File: src/hdl/tvtm_pkg.sv
// Shared types, codes and helper functions of the texture view tone map block.
package tvtm_pkg;

  localparam int unsigned QUEUE_DEPTH = 2;

  localparam logic [1:0] MODE_CLEAR   = 2'd0;
  localparam logic [1:0] MODE_GATHER  = 2'd1;
  localparam logic [1:0] MODE_CONVERT = 2'd2;

  localparam logic [1:0] REG_NORMALIZE = 2'd0;
  localparam logic [1:0] REG_CHANNEL   = 2'd1;
  localparam logic [1:0] REG_GAIN      = 2'd2;

  localparam logic [2:0] CH_RGB   = 3'd0;
  localparam logic [2:0] CH_RED   = 3'd1;
  localparam logic [2:0] CH_GREEN = 3'd2;
  localparam logic [2:0] CH_BLUE  = 3'd3;
  localparam logic [2:0] CH_ALPHA = 3'd4;
  localparam logic [2:0] CH_LUMA  = 3'd5;

  localparam logic [31:0] GAIN_RESET = 32'h0001_0000;

  localparam int unsigned DIV_STEPS = 32;
  localparam int unsigned DIV_CNT_W = $clog2(DIV_STEPS);

  localparam logic [15:0] LUMA_COEF [3] = '{16'd19595, 16'd38470, 16'd7471};

  typedef struct packed {
    logic [7:0] red;
    logic [7:0] green;
    logic [7:0] blue;
    logic [7:0] alpha;
    logic       stretch;
    logic [7:0] minimum;
    logic [7:0] span;
  } conv_entry_t;

  typedef struct packed {
    logic load;
    logic step;
  } div_ctrl_t;

  typedef enum logic [2:0] {
    ST_IDLE,
    ST_DIV,
    ST_MUL,
    ST_SUM,
    ST_LUMA,
    ST_PACK
  } back_state_t;

  function automatic logic [7:0] to_byte(input logic signed [33:0] v);
    logic [7:0] res;
    if (v[33]) begin
      res = 8'd0;
    end else if (|v[32:24]) begin
      res = 8'hFF;
    end else begin
      res = v[23:16];
    end
    return res;
  endfunction

endpackage

File: src/hdl/tvtm_fifo.sv
// Short queue of convert words between the front and back ends.
module tvtm_fifo #(
  parameter int unsigned DEPTH = tvtm_pkg::QUEUE_DEPTH
) (
  input  logic                  clk,
  input  logic                  rst_n,
  input  logic                  push_valid,
  output logic                  push_ready,
  input  tvtm_pkg::conv_entry_t push_data,
  output logic                  pop_valid,
  input  logic                  pop_ready,
  output tvtm_pkg::conv_entry_t pop_data
);
  import tvtm_pkg::*;

  localparam int unsigned PTR_W = (DEPTH > 1) ? $clog2(DEPTH) : 1;
  localparam int unsigned CNT_W = $clog2(DEPTH + 1);

  conv_entry_t mem [DEPTH];
  logic [PTR_W-1:0] wr_ptr_r, wr_ptr_nxt;
  logic [PTR_W-1:0] rd_ptr_r, rd_ptr_nxt;
  logic [CNT_W-1:0] count_r, count_nxt;
  logic             do_push;
  logic             do_pop;

  assign push_ready = (count_r != CNT_W'(DEPTH));
  assign pop_valid  = (count_r != '0);
  assign do_push    = push_valid && push_ready;
  assign do_pop     = pop_valid && pop_ready;
  assign pop_data   = mem[rd_ptr_r];

  always_comb begin
    wr_ptr_nxt = wr_ptr_r;
    rd_ptr_nxt = rd_ptr_r;
    count_nxt  = count_r;
    if (do_push) begin
      wr_ptr_nxt = (wr_ptr_r == PTR_W'(DEPTH - 1)) ? '0 : wr_ptr_r + 1'b1;
    end
    if (do_pop) begin
      rd_ptr_nxt = (rd_ptr_r == PTR_W'(DEPTH - 1)) ? '0 : rd_ptr_r + 1'b1;
    end
    if (do_push && !do_pop) begin
      count_nxt = count_r + 1'b1;
    end else if (do_pop && !do_push) begin
      count_nxt = count_r - 1'b1;
    end
  end

  always_ff @(posedge clk) begin
    if (!rst_n) begin
      wr_ptr_r <= '0;
      rd_ptr_r <= '0;
      count_r  <= '0;
    end else begin
      wr_ptr_r <= wr_ptr_nxt;
      rd_ptr_r <= rd_ptr_nxt;
      count_r  <= count_nxt;
    end
  end

  always_ff @(posedge clk) begin
    if (do_push) begin
      mem[wr_ptr_r] <= push_data;
    end
  end

endmodule

File: config.mk
export PLATFORM = sky130hd
export DESIGN_NAME = tvtm_fifo
export DESIGN_NICKNAME = d
export VERILOG_FILES = /design/src/hdl/tvtm_pkg.sv /design/src/hdl/tvtm_fifo.sv
export SDC_FILE = /design/constraint.sdc
export NUM_CORES = 1
export LEC_CHECK = 0
export BUFFER_PORTS_ARGS = -buffer_cell sky130_fd_sc_hd__buf_2
export CAP_MARGIN = 0
export CORE_UTILIZATION = 45
export CTS_CLUSTER_DIAMETER = 100
export DETAILED_ROUTE_END_ITERATION = 16
export GPL_ROUTABILITY_DRIVEN = 0
export GPL_TIMING_DRIVEN = 0
export PLACE_DENSITY_LB_ADDON = 0.2
export SYNTH_ARGS = -nofsm -noshare
export SYNTH_HDL_FRONTEND = slang
export SYNTH_SLANG_ARGS = --single-unit
File: constraint.sdc
create_clock -name clk -period 2.8 [get_ports clk]
set_input_delay 0.14 -clock clk [delete_from_list [all_inputs] [get_ports clk]]
set_output_delay 0.14 -clock clk [all_outputs]
set_load 0.01 [all_outputs]
==> impl_metrics.json <==
{
  "clk_pin_slew_ps": 90,
  "dieHeight_um": 93.5,
  "yosys_warnings": 0,
  "rows": 33,
  "worstHoldStart": "rst_n",
  "dpl.hpwl_um": 4210,
  "regArea_um2": 3040,
  "seq_area_frac_synth": 0.807,
  "cts_sinks": 103,
  "synth_mux_area_frac": 0.146,
  "multi_input_area_um2": 692,
  "p_per_area_nw_per_um2": 760,
  "stdcell_area_um2": 5120,
  "port_buffers": 103,
  "post-route-min-period_ps": 1780,
  "syn-num-nets": 230,
  "vias": 2097,
  "die_area_um2": 8750,
  "crit_arrival_ps": 1820,
  "post_drt_via_cell_ratio": 4.65,
  "ant_nets": 0,
  "yosysUniqueCellTypes": 21,
  "avgSynthCellArea_um2": 21.4,
  "worstPathCellList": "nand2b_4 > and3_2 > buf_12",
  "grt_max_degree": 28,
  "drt_iter0_markers": 73,
  "drt-pass1-iter-count": 4,
  "grt_pass1_vias": 2135,
  "reg2reg_slack_ps": 1020,
  "synth_top_family_by_area": "multiplexers",
  "synth_top_area_frac": 0.780,
  "worstMarginPinSlew_ps": 603,
  "wirelength_um": 6660,
  "whs_ps": 59.6,
  "avgRoutedWirePerCell_um": 14.8,
  "p_leak_uw": 0.00193,
  "antenna_found_initial": 0,
  "rr_endpoint": "mem[1][18]",
  "die_w_um": 93.5,
  "synth-simple-area-share": 0.0173,
  "synth-adder-area-share": 0.00332,
  "finalSetupViolCount": 0,
  "setup_ws_ps": 1020,
  "diodes": 0,
  "fillers": 618,
  "cts_made_buffers": 9,
  "ys_top_cells_by_area": "edfxtp_1 78%, mux2_2 15%, dfxtp_1 2.7%",
  "critPathBufInv": 1,
  "slowest_stage": "and3_2",
  "cts-root-buf": "clkbuf_8",
  "h-tree-depth": 3,
  "ir_worst_vdd_uv": 546,
  "total_power_uw": 3890,
  "hold_depth": 2,
  "clk_latency_ps": 350,
  "syn_to_final_growth_pct": 35.7,
  "finalSetupTns_ps": 0,
  "nets": 395,
  "ys_seq_elements": 103,
  "reg2regPathDepth": 3,
  "rsz0062_at_grt": "false",
  "slowest_delay_ps": 590,
  "crit_family": "simple AND/OR/NAND/NOR gates",
  "maxCapViolCount": 0,
  "synth-compound-area-share": 0.00929,
  "pre_cts_ws_ps": 1000,
  "path_class": "reg2reg",
  "hold_violations": 0,
  "postPlaceCellArea_um2": 4460,
  "cts_buffer_depth": 2,
  "cp-end-kind": "register",
  "finalClockSkew_ps": 7.88,
  "timing.rr.start": "count_r[0]",
  "grt-ovfl-total": 0,
  "grt_usage": 0.156,
  "grt_pass1_wl_um": 10100,
  "fmax_mhz": 563,
  "synth.cell_area_um2": 3770,
  "status": "finished, final reports clean",
  "hold_buffers": 49,
  "layout-drive-gt1-share": 0.514,
  "start_util": 0.461,
  "crit_path_max_fanout": 27,
  "crit_required_ps": 2850,
  "slew_headroom": 0.598,
  "yosysTopAreaCell": "edfxtp_1",
  "yosys.area_share.xor_xnor": 0.00697,
  "core_area_um2": 8180,
  "cts_tree": "done",
  "pin_count": 104,
  "min_path_type": "in2reg",
  "drc_errors": 0,
  "setup.worst_path.start_class": "register",
  "drv_slew": 0,
  "post_cts_buffers": 0,
  "fin_crit_sh": 0.634,
  "cts_resized": 0,
  "syn_inst": 176
}
worst max-delay path by stage:
stage	cells past startpoint	end	start
after CTS	3	mem[1][18]	count_r[0]
after global routing	3	mem[1][18]	count_r[0]
after global placement	2	mem[1][19]	count_r[0]
after detailed placement	3	mem[1][19]	count_r[0]
after floorplan	2	mem[1][0]	count_r[0]
final	3	mem[1][18]	count_r[0]
worst reg2reg max path, delay by kind of cell, from the launching register on:
family | cells | cell delay (ps)
buffers and inverters | 1 | 270
flip-flops | 1 | 420
AND/OR/NAND/NOR | 2 | 770
stage by stage:
| stage | instances | utilization |
|---|---|---|
| 5_1_grt | 451 | 0.626 |
| 6_report | 451 | 0.626 |
| 3_3_place_gp | 384 | 0.540 |
| 2_1_floorplan | 176 | - |
| 4_1_cts | 451 | 0.626 |
| 3_5_place_dp | 386 | 0.545 |
placed cells by master (no fill, tap or decap), types with 2 or more instances in the layout:
cell             n
dlygate4sd3_1   49
dfxtp_1          5
xnor2_1          2
clkbuf_8         9
and2_1           4
edfxtp_1        98
buf_2          106
buf_12           2
mux2_2          49
clkbuf_1         2
clkinv_2         2
clkinv_4         2
power by group:
part / total [uW] / internal, uW / switching, uW
clock network: 792 / 324 / 468
registers: 1980 / 1920 / 60.8
logic: 1110 / 565 / 546
total: 3890 / 2810 / 1070
final cells by class:
class | count | area share
Clock inverter | 5 | 0.00685
Clock buffer | 11 | 0.0257
Sequential cell | 103 | 0.595
Timing Repair Buffer | 154 | 0.204
Buffer | 5 | 0.00660
Inverter | 1 | 0.000734
Multi-Input combinational cell | 67 | 0.135
Tap cell | 105 | 0.0257
registers in the layout (all words and copies together), names as in the netlist, named ones only:
name	cells
mem	98
count_r	2
rd_ptr_r	1
wr_ptr_r	1
routing by layer:
metal	GRT usage	share of wire	up-vias
li1	-	-	1017
met1	0.188	0.43	1012
met2	0.263	0.51	62
met3	0.0447	0.052	6
met4	0.0615	0.0096	0
met5	0	0	-
kinds of logic after synthesis:
logic type               after synthesis
flip-flops                           103
multiplexers                          49
AND/OR/NAND/NOR                        9
buffers and inverters                  6
AO/OA/AOI/OAI                          5
XOR/XNOR                               3
adder cells (fa/ha/maj)                1
Yosys cell counts (all sizes together):
cell type	count
xnor2	2
a21bo	1
o21ai	2
nand3b	1
nand2b	1
edfxtp	98
ha	1
a21boi	2
and3	1
or2	1
and2	4
inv	1
buf	5
or3	1
mux2	49
dfxtp	5
xor2	1
(Power assumes the default switching activity.)
