### src/hdl/tvtm_pkg.sv
// Shared types, codes and helper functions of the texture view tone map block.
package tvtm_pkg;

  localparam int unsigned QUEUE_DEPTH = 2;

  localparam logic [1:0] MODE_CLEAR   = 2'd0;
  localparam logic [1:0] MODE_GATHER  = 2'd1;
  localparam logic [1:0] MODE_CONVERT = 2'd2;

  localparam logic [1:0] REG_NORMALIZE = 2'd0;
  localparam logic [1:0] REG_CHANNEL   = 2'd1;
  localparam logic [1:0] REG_GAIN      = 2'd2;

  localparam logic [2:0] CH_RGB   = 3'd0;
  localparam logic [2:0] CH_RED   = 3'd1;
  localparam logic [2:0] CH_GREEN = 3'd2;
  localparam logic [2:0] CH_BLUE  = 3'd3;
  localparam logic [2:0] CH_ALPHA = 3'd4;
  localparam logic [2:0] CH_LUMA  = 3'd5;

  localparam logic [31:0] GAIN_RESET = 32'h0001_0000;

  localparam int unsigned DIV_STEPS = 32;
  localparam int unsigned DIV_CNT_W = $clog2(DIV_STEPS);

  localparam logic [15:0] LUMA_COEF [3] = '{16'd19595, 16'd38470, 16'd7471};

  typedef struct packed {
    logic [7:0] red;
    logic [7:0] green;
    logic [7:0] blue;
    logic [7:0] alpha;
    logic       stretch;
    logic [7:0] minimum;
    logic [7:0] span;
  } conv_entry_t;

  typedef struct packed {
    logic load;
    logic step;
  } div_ctrl_t;

  typedef enum logic [2:0] {
    ST_IDLE,
    ST_DIV,
    ST_MUL,
    ST_SUM,
    ST_LUMA,
    ST_PACK
  } back_state_t;

  function automatic logic [7:0] to_byte(input logic signed [33:0] v);
    logic [7:0] res;
    if (v[33]) begin
      res = 8'd0;
    end else if (|v[32:24]) begin
      res = 8'hFF;
    end else begin
      res = v[23:16];
    end
    return res;
  endfunction

endpackage

### src/hdl/tvtm_front.sv
// Front end: accepts words, keeps the red statistics and queues convert words.
module tvtm_front (
  input  logic                 clk,
  input  logic                 rst_n,
  input  logic                 in_valid,
  output logic                 in_ready,
  input  logic [1:0]           in_mode,
  input  logic [7:0]           in_red,
  input  logic [7:0]           in_green,
  input  logic [7:0]           in_blue,
  input  logic [7:0]           in_alpha,
  input  logic                 normalize_enable,
  output logic                 push_valid,
  input  logic                 push_ready,
  output tvtm_pkg::conv_entry_t push_data
);
  import tvtm_pkg::*;

  logic [7:0] red_min_r, red_min_nxt;
  logic [7:0] red_max_r, red_max_nxt;
  logic       accept;

  assign in_ready = push_ready;
  assign accept   = in_valid && in_ready;

  always_comb begin
    red_min_nxt = red_min_r;
    red_max_nxt = red_max_r;
    if (accept) begin
      case (in_mode)
        MODE_CLEAR: begin
          red_min_nxt = 8'hFF;
          red_max_nxt = 8'h00;
        end
        MODE_GATHER: begin
          if (in_red < red_min_r) red_min_nxt = in_red;
          if (in_red > red_max_r) red_max_nxt = in_red;
        end
        default: begin
        end
      endcase
    end
  end

  always_ff @(posedge clk) begin
    if (!rst_n) begin
      red_min_r <= 8'hFF;
      red_max_r <= 8'h00;
    end else begin
      red_min_r <= red_min_nxt;
      red_max_r <= red_max_nxt;
    end
  end

  assign push_valid        = in_valid && (in_mode == MODE_CONVERT);
  assign push_data.red     = in_red;
  assign push_data.green   = in_green;
  assign push_data.blue    = in_blue;
  assign push_data.alpha   = in_alpha;
  assign push_data.stretch = normalize_enable && (red_max_r > red_min_r);
  assign push_data.minimum = red_min_r;
  assign push_data.span    = red_max_r - red_min_r;

endmodule

### config.mk
export PLATFORM = sky130hd
export DESIGN_NAME = tvtm_front
export DESIGN_NICKNAME = d
export VERILOG_FILES = /design/src/hdl/tvtm_pkg.sv /design/src/hdl/tvtm_front.sv
export SDC_FILE = /design/constraint.sdc
export NUM_CORES = 1
export LEC_CHECK = 0
export BUFFER_PORTS_ARGS = -buffer_cell sky130_fd_sc_hd__buf_2
export CAP_MARGIN = 20
export CELL_PAD_IN_SITES_DETAIL_PLACEMENT = 0
export CELL_PAD_IN_SITES_GLOBAL_PLACEMENT = 1
export CORE_UTILIZATION = 33
export DETAILED_ROUTE_END_ITERATION = 12
export GPL_TIMING_DRIVEN = 1
export HOLD_SLACK_MARGIN = 0.02
export PLACE_DENSITY_LB_ADDON = 0.1
export SLEW_MARGIN = 20
export SYNTH_ARGS = -nofsm -noshare
export SYNTH_HDL_FRONTEND = slang
export SYNTH_SLANG_ARGS = --single-unit
### constraint.sdc
create_clock -name clk -period 3.1 [get_ports clk]
set_clock_uncertainty 0.2 [all_clocks]
set_input_delay 0.31 -clock clk [delete_from_list [all_inputs] [get_ports clk]]
set_output_delay 0.31 -clock clk [all_outputs]
set_load 0.05 [all_outputs]
==> results_dict.tcl, run 1 <==
set metrics [dict create \
    async_flop_share_pct 0 \
    first_pass_iters 4 \
    dpl_cell_area_um2 1670 \
    clock-root-buffer "clkbuf_8" \
    cp_max_fo 3 \
    grt_max_degree 11 \
    required_ns 2.59 \
    hold_end "red_max_r[0]$_SDFFE_PN0P_" \
    postCtsSetupRepairBufs 0 \
    worst-path-buf-inv 2 \
    worst_setup_path_end_kind "output pin" \
    vias_per_cell 4.72 \
    p_leak_nw 0.864 \
    powerDensity_nw_per_um2 290 \
    grt_pass1_wl_um 6180 \
    ant_nets 0 \
    finalSetupViolCount 0 \
    ys_seq_area_share_pct 19.7 \
    cts_sinks 16 \
    fin_crit_ns 2.72 \
    grt_use_total_pct 15.6 \
    drive_gt1_share_pct 23.4 \
    start_util_pct 34.5 \
    wl_per_cell_um 14.0 \
    synth.distinct_cells 34 \
    final_cells 281 \
    syn_area_per_cell_um2 7.98 \
    crit_slowest_cell "fa_1" \
    nNetsFinal 279 \
    place_inst 278 \
    worst_hold_slack_ns 0.146 \
    max_slew.worst_pin.slew_ns 0.736 \
    grt_setup_unrepaired "no" \
    hp-class "input port to register" \
    cts_buffers 3 \
    place_hpwl_um 3230 \
    status "finished, final reports clean" \
    antenna_found_initial 0 \
    hold_path_depth 3 \
    h-tree-depth 1 \
    synth_most_common_cell "buf_4" \
    cts_hold_buf 0 \
    core-area_um2 4720 \
    ys_dominant_reg_cell "dfxtp_1" \
    slew_headroom_pct 50.6 \
    synthCells 204 \
    overflow 0 \
    synthToLayoutAreaGrowth_pct 5.07 \
    detailedRoute.firstIterationViolations 69 \
    rows 25 \
    fill_cells 521 \
    cpLargestDelayFamily "adder cells" \
    r2r-end "red_max_r[4]$_SDFFE_PN0P_" \
    num_io_pins 90 \
    clock_path_buffers 2 \
    r2r_cells 8 \
    fin_crit_sh_pct 87.8 \
    cts_tree "built" \
    slew_viol_final 0 \
    diodes 0 \
    grt_pass1_vias 1271 \
    hold_viol_final 0 \
    r2r_slack_ns 0.75 \
    path_class "register to output pin" \
    synth_common_cells "buf_4 (33), nor2_1 (25), ha_1 (23), inv_1 (21), nand2_1 (20)" \
    place_congestion 0.817 \
    final.setup.tns_ns 0 \
    critPathLaunchType "register" \
    min_from "in_red[0]" \
    stdcell_area_um2 1710 \
    timing.rr.start "red_max_r[1]$_SDFFE_PN0P_" \
    yosysTopAreaCell "dfxtp_1" \
    cts_resized 0 \
    worstSkewPairLatency_ns 0.25 \
    synth_edf_count 0 \
    critPathArrivalTime_ns 2.21 \
    die_height_um 72.2 \
    drv_cap 0 \
    max_stage_delay_ns 0.40 \
    max-vdd-ir-drop_uv 134 \
    die_x_um 72.2 \
    totalWireLength_um 3920 \
    cp_cell_sequence "inv_1, ha_1, fa_1, nor2b_1, o31a_1, o21a_1, o21ai_0, a21oi_1, buf_2" \
    dieArea_um2 5220 \
    synth_nets 267 \
    timing.fmax_mhz 367 \
    syn_area_um2 1630 \
    clkTransAtPathRegs_ns 0.07 \
    ys_ff_latch 16 \
    portBuffers 41 \
    synth_top_area_share_pct 19.7 \
    vias 1325 \
    yosys_warnings 0 \
    yosys-top-cells-area "dfxtp_1 (20%), ha_1 (18%), buf_4 (15%)" \
    drc 0 \
]
logic make-up after synthesis:
family                     count (synthesis)  synth area share [%]
AOI/OAI and AO/OA                         29                  12.8
xor gates and xnor gates                   5                  2.69
adders and majority gates                 24                  18.9
buffers and inverters                     56                  20.5
DFF                                       16                  19.7
muxes                                     16                  9.84
and+or+nand+nor                           58                  15.6
final cells by class:
cell class                      instances  area [um2]  area share (%)
Multi-Input combinational cell        132         973            56.9
Clock buffer                            3        41.3            2.41
Timing Repair Buffer                   42         213            12.4
Inverter                               21        78.8            4.61
Tap cell                               67        83.8            4.90
Sequential cell                        16         320            18.7
worst min-delay path: stages:
cell,delay [ns]
buf_2,0.13
nand2_1,0.05
mux2i_1,0.05
stage by stage:
stage	power [mW]	setup WS [ns]	utilization [%]
2_1_floorplan	0.392	0.148	-
6_report	0.496	0.378	36.2
3_3_place_gp	0.338	0.687	35.3
5_1_grt	0.521	0.196	36.2
3_5_place_dp	0.339	0.646	35.3
4_1_cts	0.504	0.364	36.2
cells in the final DEF, fill, tap and decap left out, drive strengths merged, types with 2 or more instances in the layout:
cell type | Yosys | layout
buf | 34 | 42
nor2 | 25 | 25
ha | 23 | 23
inv | 21 | 21
nand2 | 20 | 20
mux2i | 16 | 16
dfxtp | 16 | 16
a21oi | 13 | 13
xnor2 | 5 | 5
o21ai | 5 | 5
nand3 | 3 | 3
clkbuf | 1 | 3
o21a | 2 | 2
and3 | 2 | 2
nand4 | 2 | 2
o41ai | 2 | 2
nor2b | 2 | 2
flip-flops by register name, summed over array words and instances, names as in the netlist:
signal,cells
red_max_r,8
red_min_r,8
worst max path at each step:
stage                                   start             to  cells past startpoint  slack [ns]
global placement    red_max_r[0]$_SDFFE_PN0P_  push_data[16]                      9        0.69
floorplan           red_min_r[0]$_SDFFE_PN1P_   push_data[6]                      7        0.15
finish              red_max_r[0]$_SDFFE_PN0P_  push_data[16]                      9        0.38
CTS                 red_min_r[1]$_SDFFE_PN1P_   push_data[7]                      7        0.36
detailed placement  red_max_r[0]$_SDFFE_PN0P_   push_data[6]                      9        0.65
global route        red_max_r[0]$_SDFFE_PN0P_  push_data[16]                      9        0.20
power breakdown:
group / internal, mW / leakage, nW / switching (mW)
combinational: 0.0375 / 0.713 / 0.0853
sequential: 0.208 / 0.129 / 0.00228
clock: 0.0862 / 0.0216 / 0.0765
total: 0.332 / 0.864 / 0.164
routing by layer:
| layer | wire, um | part of all wire [%] | track usage [%] | vias to the layer above |
|---|---|---|---|---|
| met5 | 0 | 0 | 0 | - |
| met4 | 123 | 3.1 | 7.84 | 0 |
| met3 | 309 | 7.9 | 2.64 | 20 |
| met2 | 1610 | 41 | 23.2 | 52 |
| met1 | 1880 | 48 | 21.5 | 585 |
| li1 | - | - | - | 668 |
Power figures use the tool's default switching activity.
==> inputs of run 2 (changes only) <==
Settings changed: CELL_PAD_IN_SITES_DETAIL_PLACEMENT 0 to default, CELL_PAD_IN_SITES_GLOBAL_PLACEMENT 1 to default, CORE_UTILIZATION 33 to 48, PLACE_DENSITY from default to 0.95, PLACE_DENSITY_LB_ADDON 0.1 to default.
==> run 2 against run 1 <==
Net effect: wire length fell by 16%; global-route usage rose by 4.2 points; clock-buffer cell count unchanged; hold slack lost 0.062 ns; sequential power barely moved; critical path depth is the same; final cell count shrank 8.5%; non-clock buffer count is 1 lower; final area decreased by 3.2%; via count grew 2.2%; power is 9.9% lower; highest routed layer unchanged.
==> results_dict.tcl, run 2 (synthesis results as in run 1) <==
set metrics [dict create \
    status "finished, final reports clean" \
    drc 0 \
    h-tree-depth 1 \
    rows 20 \
    p_leak_nw 0.852 \
    powerDensity_nw_per_um2 270 \
    drive_gt1_share_pct 23.0 \
    r2r-end "red_max_r[6]$_SDFFE_PN0P_" \
    die_height_um 60.2 \
    critPathArrivalTime_ns 2.26 \
    cts_sinks 16 \
    ant_nets 0 \
    drv_cap 0 \
    antenna_found_initial 0 \
    clock-root-buffer "clkbuf_4" \
    dieArea_um2 3630 \
    num_io_pins 90 \
    die_x_um 60.2 \
    vias_per_cell 5.27 \
    combPwrFrac_pct 27.3 \
    hold_viol_final 0 \
    max-vdd-ir-drop_uv 150 \
    core-area_um2 3130 \
    path_class "register to output pin" \
    crit_slowest_cell "fa_1" \
    worst_setup_path_end_kind "output pin" \
    hold_end "red_max_r[0]$_SDFFE_PN0P_" \
    r2r_slack_ns 0.70 \
    nNetsFinal 278 \
    r2r_cells 7 \
    slew_headroom_pct 48.2 \
    final.setup.tns_ns 0 \
    fin_crit_sh_pct 89.3 \
    fin_crit_ns 2.77 \
    swShare_pct 35.0 \
    cp_max_fo 3 \
    grt_pass1_vias 1192 \
    detailedRoute.firstIterationViolations 68 \
    clock_path_buffers 2 \
    hp-class "input port to register" \
    first_pass_iters 4 \
    place_congestion 0.869 \
    place_hpwl_um 2790 \
    switchingPower_uw 156 \
    portBuffers 41 \
    synthToLayoutAreaGrowth_pct 1.69 \
    clkTransAtPathRegs_ns 0.09 \
    fill_cells 299 \
    slew_viol_final 0 \
    wl_per_cell_um 12.9 \
    worstSkewPairLatency_ns 0.30 \
    total_power_uw 447 \
    timing.fmax_mhz 361 \
    diodes 0 \
    grt_use_total_pct 19.8 \
    grt_pass1_wl_um 5250 \
    cts_hold_buf 0 \
    cp_cell_sequence "inv_1, ha_1, fa_1, nor2b_1, o31a_1, o21a_1, o21ai_0, a21oi_1, buf_2" \
    timing.rr.start "red_max_r[1]$_SDFFE_PN0P_" \
    max_stage_delay_ns 0.41 \
    cts_tree "built" \
    grt_setup_unrepaired "no" \
    finalSetupViolCount 0 \
    most-common-layout-cells "buf_2 (41), nor2_1 (25), ha_1 (23), inv_1 (21), nand2_1 (20)" \
    p_clk_share_pct 25.8 \
    max_slew.worst_pin.slew_ns 0.774 \
    start_util_pct 52.0 \
    required_ns 2.59 \
    overflow 0 \
    grt_max_degree 11 \
    cts_resized 0 \
    seqPwrFrac_pct 46.9 \
    cts_buffers 3 \
    vias 1354 \
    p_int_uw 290 \
    critPathLaunchType "register" \
    top_regs "red_max_r (8), red_min_r (8)" \
    totalWireLength_um 3310 \
    min_from "in_red[0]" \
    postCtsSetupRepairBufs 0 \
    final_common_cell "buf_2" \
    hold_path_depth 3 \
]
## run 2: cell types whose count changed in the layout (fill, tap and decap cells not counted)
cell      previous run  this run
clkbuf_8             3         0
buf_4                1         0
clkbuf_4             0         3
## run 2: critical path, delay by kind of cell, from the launching register on
family          cells  cell delay (ns)
buf+inv             2             0.34
simple gates        1             0.16
compound gates      4             0.47
fa+ha+maj           2             0.61
flops               1             0.38
## run 2: cell type report
type	count	area (um2)	area share [%]
inverter	21	78.8	4.76
tap	44	55.1	3.33
sequential	16	320	19.3
timing repair buffer	41	205	12.4
multi-input combinational	132	973	58.8
clock buffer	3	22.5	1.36
## run 2: through the flow
stage,worst slack (ns),instances,util (%),area [um2],hold slack (ns)
after global placement,0.719,254,52.2,1630,0.264
after floorplan,0.148,204,-,1630,0.249
after CTS,0.336,257,52.9,1660,0.0850
after detailed placement,0.671,254,52.2,1630,0.276
after global routing,0.213,257,52.9,1660,0.0854
final,0.332,257,52.9,1660,0.0838
## run 2: metal layers
layer | track usage [%] | wire, um | vias up
met5 | 0 | 0 | -
met4 | 7.64 | 42 | 0
met3 | 5.41 | 212 | 8
met2 | 36.3 | 1670 | 47
met1 | 21.2 | 1390 | 628
li1 | - | - | 671
## run 2: worst max path at each step
stage	slack [ns]	depth (start not counted)	startpoint	endpoint
2_1_floorplan	0.15	7	red_min_r[0]$_SDFFE_PN1P_	push_data[6]
3_3_place_gp	0.72	9	red_max_r[0]$_SDFFE_PN0P_	push_data[16]
3_5_place_dp	0.67	9	red_max_r[0]$_SDFFE_PN0P_	push_data[16]
4_1_cts	0.34	9	red_max_r[0]$_SDFFE_PN0P_	push_data[16]
5_1_grt	0.21	9	red_max_r[0]$_SDFFE_PN0P_	push_data[16]
6_report	0.33	9	red_max_r[0]$_SDFFE_PN0P_	push_data[16]
## run 2: power groups by stage
stage	Clock, mW	Combinational (mW)	Sequential, mW
after floorplan	0	0.173	0.218
after global placement	0	0.119	0.214
after detailed placement	0	0.122	0.215
after CTS	0.119	0.122	0.210
after global routing	0.129	0.132	0.210
final	0.115	0.122	0.210
